File: config.mk
export PLATFORM = sky130hd
export DESIGN_NAME = nmea_sentence_checker_core
export DESIGN_NICKNAME = d
export VERILOG_FILES = /design/src/hdl/nsc_pkg.sv /design/src/hdl/nmea_sentence_checker_core.sv /design/src/hdl/nsc_verdict.sv
export VERILOG_INCLUDE_DIRS = /design/src /design/src/hdl
export SDC_FILE = /design/constraint.sdc
export NUM_CORES = 1
export LEC_CHECK = 0
export BUFFER_PORTS_ARGS = -buffer_cell sky130_fd_sc_hd__buf_4
export CORE_UTILIZATION = 50
export DETAILED_ROUTE_END_ITERATION = 10
export GPL_TIMING_DRIVEN = 0
export HOLD_SLACK_MARGIN = 0.1
export PLACE_DENSITY = 0.76
export SKIP_LAST_GASP = 1
export SYNTH_ARGS = -nofsm -noshare
export SYNTH_HDL_FRONTEND = slang
export SYNTH_HIERARCHICAL = 1
export SYNTH_SLANG_ARGS = --single-unit
File: constraint.sdc
create_clock -name clk -period 3.75 [get_ports clk]
set_input_delay 0.75 -clock clk [delete_from_list [all_inputs] [get_ports clk]]
set_output_delay 0.75 -clock clk [all_outputs]
set_load 0.02 [all_outputs]
File: src/hdl/nmea_sentence_checker_core_assert.svh
// Assertion macros shared by the checker RTL.
`ifndef NMEA_SENTENCE_CHECKER_CORE_ASSERT_SVH
`define NMEA_SENTENCE_CHECKER_CORE_ASSERT_SVH

// same-cycle implication, disabled in reset
`define NSC_ASSERT_NOW(label, clk, rst_n, ante, cons, msg) \
	label: assert property (@(posedge clk) disable iff (!rst_n) (ante) |-> (cons)) \
		else $error(msg);

// next-cycle implication, disabled in reset
`define NSC_ASSERT_NEXT(label, clk, rst_n, ante, cons, msg) \
	label: assert property (@(posedge clk) disable iff (!rst_n) (ante) |=> (cons)) \
		else $error(msg);

`endif

File: src/hdl/nsc_pkg.sv
// Types, constants and helpers for the NMEA sentence checker.
package nsc_pkg;

	localparam int LINE_LIMIT_DEF = 1023;
	localparam int LEN_W          = 10;
	localparam int CFG_IDX_W      = 1;
	localparam int CFG_DATA_W     = 64;

	localparam logic [CFG_IDX_W-1:0] REG_WAIT_PREFIX = 1'b0;
	localparam logic [CFG_IDX_W-1:0] REG_WAIT_LEN    = 1'b1;

	localparam logic [7:0] CH_DOLLAR = 8'h24;
	localparam logic [7:0] CH_STAR   = 8'h2A;

	typedef enum logic [1:0] {
		ST_VALID    = 2'd0,
		ST_FRAMING  = 2'd1,
		ST_CHECKSUM = 2'd2
	} status_t;

	typedef enum logic [2:0] {
		KIND_LOX     = 3'd0,
		KIND_LOG     = 3'd1,
		KIND_ACK     = 3'd2,
		KIND_RELEASE = 3'd3,
		KIND_OTHER   = 3'd4
	} kind_t;

	// "$PMTKLOX", "$PMTKLOG", "$PMTK001", "$PMTK705", first char in low byte
	localparam logic [63:0] KIND_TAGS [4] = '{
		64'h584F4C4B544D5024,
		64'h474F4C4B544D5024,
		64'h3130304B544D5024,
		64'h3530374B544D5024
	};

	typedef struct packed {
		logic        long_enough;
		logic [63:0] head;
		logic [23:0] tail;
		logic [7:0]  xsum;
	} line_t;

	typedef struct packed {
		status_t    status;
		kind_t      kind;
		logic [7:0] computed_sum;
		logic [7:0] given_sum;
		logic       wait_hit;
	} verdict_t;

	typedef struct packed {
		logic       ok;
		logic [3:0] val;
	} hex_t;

	function automatic hex_t hex_decode(input logic [7:0] c);
		hex_t h;
		h.ok  = 1'b1;
		h.val = 4'd0;
		if (c inside {[8'h30:8'h39]}) begin
			h.val = 4'(c - 8'h30);
		end else if (c inside {[8'h41:8'h46]}) begin
			h.val = 4'(c - 8'h37);
		end else if (c inside {[8'h61:8'h66]}) begin
			h.val = 4'(c - 8'h57);
		end else begin
			h.ok = 1'b0;
		end
		return h;
	endfunction

endpackage

File: src/hdl/nmea_sentence_checker_core.sv
// Top level of the NMEA sentence checker: line state, config and result register.
//
//  channel  | handshake           | payload
//  ---------+---------------------+--------------------------------------------
//  in       | in_valid / in_ready | ch, end_of_line
//  out      | out_valid/out_ready | status, kind, computed_sum, given_sum,
//           |                     | wait_hit, line_length
//  cfg      | cfg_we              | cfg_index, cfg_data
//
// One item per cycle unless stalled. A character updates the line registers in
// the cycle it is taken; an end-of-line item loads the verdict into the result
// register, seen in the next cycle. in_ready falls only while a result is held
// unread. Reset clears the line and prefix registers and the result valid.
module nmea_sentence_checker_core #(
	parameter int LINE_LIMIT = nsc_pkg::LINE_LIMIT_DEF
) (
	input  logic                            clk,
	input  logic                            arst_n,
	input  logic                            in_valid,
	output logic                            in_ready,
	input  logic [7:0]                      ch,
	input  logic                            end_of_line,
	output logic                            out_valid,
	input  logic                            out_ready,
	output logic [1:0]                      status,
	output logic [2:0]                      kind,
	output logic [7:0]                      computed_sum,
	output logic [7:0]                      given_sum,
	output logic                            wait_hit,
	output logic [nsc_pkg::LEN_W-1:0]       line_length,
	input  logic                            cfg_we,
	input  logic [nsc_pkg::CFG_IDX_W-1:0]   cfg_index,
	input  logic [nsc_pkg::CFG_DATA_W-1:0]  cfg_data
);
	import nsc_pkg::*;

	`include "nmea_sentence_checker_core_assert.svh"

	localparam int CNT_W = $clog2(LINE_LIMIT + 1);

	logic [CNT_W-1:0]       cnt_q;
	logic [7:0]             xsum_q;
	logic [23:0]            tail_q;
	logic [63:0]            head_q;
	logic [63:0]            wait_prefix_q;
	logic [3:0]             wait_len_q;
	logic                   out_valid_q;
	verdict_t               verdict_q;
	logic [LEN_W-1:0]       len_q;

	logic                   in_fire;
	logic                   room;
	line_t                  line;
	verdict_t               verdict;
	logic [CNT_W+LEN_W-1:0] cnt_ext;

	assign in_ready = !out_valid_q || out_ready;
	assign in_fire  = in_valid && in_ready;
	assign room     = cnt_q < CNT_W'(LINE_LIMIT);
	assign cnt_ext  = {{LEN_W{1'b0}}, cnt_q};

	assign line.long_enough = cnt_q >= CNT_W'(4);
	assign line.head        = head_q;
	assign line.tail        = tail_q;
	assign line.xsum        = xsum_q;

	nsc_verdict u_verdict (
		.line        (line),
		.wait_prefix (wait_prefix_q),
		.wait_len    (wait_len_q),
		.verdict     (verdict)
	);

	always_ff @(posedge clk or negedge arst_n) begin
		if (!arst_n) begin
			wait_prefix_q <= '0;
			wait_len_q    <= '0;
		end else if (cfg_we) begin
			case (cfg_index)
				REG_WAIT_PREFIX: wait_prefix_q <= cfg_data;
				REG_WAIT_LEN:    wait_len_q    <= cfg_data[3:0];
				default:         ;
			endcase
		end
	end

	// line registers
	always_ff @(posedge clk or negedge arst_n) begin
		if (!arst_n) begin
			cnt_q  <= '0;
			xsum_q <= '0;
			tail_q <= '0;
			head_q <= '0;
		end else if (in_fire) begin
			if (end_of_line) begin
				cnt_q  <= '0;
				xsum_q <= '0;
				tail_q <= '0;
				head_q <= '0;
			end else if (room) begin
				cnt_q  <= cnt_q + CNT_W'(1);
				tail_q <= {tail_q[15:0], ch};
				if (cnt_q != '0) begin
					xsum_q <= xsum_q ^ ch;
				end
				for (int i = 0; i < 8; i++) begin
					if (cnt_q == CNT_W'(i)) begin
						head_q[8*i +: 8] <= ch;
					end
				end
			end
		end
	end

	always_ff @(posedge clk or negedge arst_n) begin
		if (!arst_n) begin
			out_valid_q <= 1'b0;
		end else if (in_fire && end_of_line) begin
			out_valid_q <= 1'b1;
		end else if (out_ready) begin
			out_valid_q <= 1'b0;
		end
	end

	always_ff @(posedge clk) begin
		if (in_fire && end_of_line) begin
			verdict_q <= verdict;
			len_q     <= cnt_ext[LEN_W-1:0];
		end
	end

	assign out_valid    = out_valid_q;
	assign status       = verdict_q.status;
	assign kind         = verdict_q.kind;
	assign computed_sum = verdict_q.computed_sum;
	assign given_sum    = verdict_q.given_sum;
	assign wait_hit     = verdict_q.wait_hit;
	assign line_length  = len_q;

	`NSC_ASSERT_NEXT(a_eol_gives_item, clk, arst_n, in_fire && end_of_line,
		out_valid_q && (cnt_q == '0), "end of line did not yield an item or clear the line")
	`NSC_ASSERT_NOW(a_fault_is_other, clk, arst_n,
		out_valid_q && (verdict_q.status != ST_VALID),
		(verdict_q.kind == KIND_OTHER) && !verdict_q.wait_hit, "faulty line classed or hit")
	`NSC_ASSERT_NOW(a_framing_sums_zero, clk, arst_n,
		out_valid_q && (verdict_q.status == ST_FRAMING),
		(verdict_q.computed_sum == 8'd0) && (verdict_q.given_sum == 8'd0),
		"malformed line carries sums")
	`NSC_ASSERT_NOW(a_valid_sums_agree, clk, arst_n,
		out_valid_q && (verdict_q.status == ST_VALID),
		verdict_q.computed_sum == verdict_q.given_sum, "valid line with differing sums")
	`NSC_ASSERT_NEXT(a_count_steps, clk, arst_n, in_fire && !end_of_line && room,
		cnt_q == $past(cnt_q) + CNT_W'(1), "kept character not counted")

endmodule

File: src/hdl/nsc_verdict.sv
// End-of-line verdict: framing, checksum, sentence kind and prefix match.
module nsc_verdict (
	input  nsc_pkg::line_t    line,
	input  logic [63:0]       wait_prefix,
	input  logic [3:0]        wait_len,
	output nsc_pkg::verdict_t verdict
);
	import nsc_pkg::*;

	logic       framing_ok;
	hex_t       hi, lo;
	logic [7:0] csum;
	logic [7:0] gsum;
	logic       hit;
	kind_t      kind;

	assign framing_ok = line.long_enough && (line.head[7:0] == CH_DOLLAR)
		&& (line.tail[23:16] == CH_STAR);
	assign hi   = hex_decode(line.tail[15:8]);
	assign lo   = hex_decode(line.tail[7:0]);
	assign csum = line.xsum ^ line.tail[7:0] ^ line.tail[15:8] ^ line.tail[23:16];
	assign gsum = {hi.val, lo.val};

	// byte i counts only while i is below the compare length
	always_comb begin
		hit = 1'b1;
		for (int i = 0; i < 8; i++) begin
			if ((wait_len > 4'(i)) && (line.head[8*i +: 8] != wait_prefix[8*i +: 8])) begin
				hit = 1'b0;
			end
		end
	end

	always_comb begin
		kind = KIND_OTHER;
		for (int k = 3; k >= 0; k--) begin
			if (line.head == KIND_TAGS[k]) begin
				kind = kind_t'(3'(k));
			end
		end
	end

	always_comb begin
		verdict.status       = ST_FRAMING;
		verdict.kind         = KIND_OTHER;
		verdict.computed_sum = 8'd0;
		verdict.given_sum    = 8'd0;
		verdict.wait_hit     = 1'b0;
		if (framing_ok) begin
			verdict.computed_sum = csum;
			verdict.status       = ST_CHECKSUM;
			if (hi.ok && lo.ok) begin
				verdict.given_sum = gsum;
				if (gsum == csum) begin
					verdict.status   = ST_VALID;
					verdict.kind     = kind;
					verdict.wait_hit = hit;
				end
			end
		end
	end

endmodule

==> reports/summary.txt <==
status -> completed
initial antenna violation count -> 0
number of global-route vias before repair -> 7,343
area delta synth->final -> 18.4%
die height -> 145 um
Placed Area -> 11,500 um2
vias -> 7,416
worst r2r src -> head_q[63]
achievable frequency -> 319 MHz
dpl cells -> 1,220
Worst Path Arrival -> 3.38 ns
count of final max-slew check failures -> 0
period utilisation layout -> 0.837
ANT nets after route -> 0
I/O Buffers -> 111
Clock Tree Buf Depth -> 3
Row Count -> 52
Starting Density -> 0.508
Critical Path Start -> head_q[63]
dpl hpwl -> 17.6 mm
Num CTS Buffers -> 22
metal3 WL -> 1.52 mm
setup TNS -> 0 ns
root buf cell -> clkbuf_16
Pwr Total -> 6.02 mW
crit-path max FO -> 3
drt wl/cell -> 19.9 um
largest net degree at the start of global routing -> 95
maximum vdd drop -> 296 uV
Worst-Skew Late Latency -> 0.50 ns
final wirelength -> 25.0 mm
drt first pass iters -> 5
Post-synth ARST share -> 0.845
I/O pins -> 113
CTS tree -> built
cts hold-fix bufs -> 0
Reg2Reg Depth -> 6
layout cell share with drive strength beyond 1 -> 0.198
required time of the critical path -> 3.99 ns
Hold WS -> 0.216 ns
HP Class -> input pin to async pin
worst rel slew slack -> 0.276
Setup CP Type -> flop to flop
Die Area -> 21,100 um2
Post-Syn Instances -> 838
synthesized area per cell -> 12.2 um2
crit end category -> flop
vias per cell -> 5.90
# Post-CTS Setup Buffers -> 0
WL met2 -> 11.6 mm
P_leak -> 5.34 nW
# diodes -> 0
Synth Cell Area -> 10,200 um2
EDFF count, synth -> 32
metal1 wirelength -> 11.1 mm
DRC -> 0
setup slack after layout -> 0.610 ns
routability cong. -> 0.909
pre-CTS setup slack -> 0.723 ns
fin util -> 0.602
die width -> 145 um
synthesis warning total -> 6
predominant post-synthesis flop cell -> dfrtp_1
core area -> 20,200 um2
final setup vio count -> 0
CTS HTree Levels -> 1
crit path capture -> kind[2]
remaining global-route overflow -> 0
CP Launch Type -> flop
final worst path period need -> 3.14 ns
nets -> 1,063
global-route wire length before repair -> 40.2 mm
Yosys reg bits -> 207
RSZ-0062 raised after global routing -> false
GRT Total Usage -> 0.242
power density cells -> 496 nW/um2
Worst Skew -> 0.0144 ns
Yosys cell types -> 78
RR Endpoint -> kind[2]
top sig layer -> met4
worst slew pin tran -> 1.09 ns
clk sinks -> 207
CTS resizes -> 0
reg2reg setup slack -> 0.61 ns
clock slew at reported path FFs -> 0.06 ns
maxcap violations -> 0
final instance area -> 12,100 um2
register area share after synthesis -> 0.521
Initial DRC Count -> 612
final hold viol count -> 0
post-synth net total -> 927
Post-Layout Cell Count -> 1,258
[synthesized netlist by cell type (all sizes together), types with 4 or more instances]
cell type / n / share of area
dfrtp: 175 / 0.43
mux2: 68 / 0.075
xnor2: 55 / 0.047
a22o: 48 / 0.041
xor2: 39 / 0.033
buf: 32 / 0.018
edfxtp: 32 / 0.094
nand4: 29 / 0.018
nor2: 28 / 0.010
and3: 25 / 0.015
nand2: 25 / 0.0092
a21o: 24 / 0.018
o21ai: 24 / 0.012
nor4: 22 / 0.015
clkbuf: 20 / 0.0076
a31oi: 16 / 0.019
nand3: 16 / 0.0078
inv: 14 / 0.0051
a21oi: 11 / 0.0057
a41oi: 11 / 0.010
nor3: 11 / 0.0092
ha: 10 / 0.012
o2bb2ai: 10 / 0.0085
and4: 9 / 0.0077
a221o: 8 / 0.0078
nor2b: 8 / 0.0049
nor4b: 8 / 0.0083
and2: 4 / 0.0024
nand2b: 4 / 0.0024
or4: 4 / 0.0037
[cells in the final DEF (no fill, tap or decap), drive strengths merged, types with 22 or more instances in the layout]
cell,count
clkbuf,54
a22o,48
edfxtp,32
xor2,39
buf,144
xnor2,55
nor2,28
and3,25
nand4,29
a21o,24
dfrtp,175
nand2,25
o21ai,24
nor4,22
mux2,68
[power breakdown]
| group | total (mW) | leakage (nW) | internal, mW | switching [mW] |
|---|---|---|---|---|
| Sequential | 2.80 | 2.55 | 2.54 | 0.259 |
| Clock | 2.04 | 0.328 | 1.20 | 0.839 |
| Combinational | 1.18 | 2.46 | 0.568 | 0.611 |
| Total | 6.02 | 5.34 | 4.31 | 1.71 |
[final cells by class]
type	count	area (um2)
fillers	1636	8030
flip-flops and latches	207	5340
multi-input cells	565	4600
repair buffers	112	868
clock buffers	34	658
well taps	270	338
plain buffers	52	258
inverters	14	52.6
clock inverters	4	25.0
[registers in the layout (all words and copies together) (netlist names), 8 cells and up]
register       flops
computed_sum       8
cnt_q             10
wait_prefix_q     64
tail_q            24
given_sum          8
line_length       10
xsum_q             8
head_q            64
[logic make-up after synthesis]
group | count (synthesis) | synth area share
flops | 207 | 0.521
mux | 71 | 0.0776
compound gates | 176 | 0.142
simple gates | 212 | 0.132
xor+xnor | 96 | 0.0848
buf+inv | 66 | 0.0303
fa+ha+maj | 10 | 0.0122
[critical path, cell delays in order (launching register included)]
cell,delay (ns)
dfrtp_1,0.45
nor4_1,0.42
nand4_1,0.14
nor4_1,0.62
nand4_1,0.22
o21ai_0,0.54
or4b_1,0.49
[worst min-delay path by stage]
stage / depth (start not counted) / slack, ns / start / to
3_3_place_gp: 0 / 0.43 / cnt_q[2] / line_length[2]
5_1_grt: 1 / 0.28 / arst_n / head_q[35]
4_1_cts: 1 / 0.26 / arst_n / wait_prefix_q[32]
6_report: 1 / 0.22 / arst_n / wait_prefix_q[32]
2_1_floorplan: 0 / 0.42 / cnt_q[2] / line_length[2]
3_5_place_dp: 0 / 0.44 / cnt_q[2] / line_length[2]
[routing by layer]
layer,up-vias,track usage
met1,3657,0.334
met4,0,0.0842
li1,3435,-
met2,264,0.387
met5,-,0
met3,60,0.0393
Power figures use the tool's default switching activity.
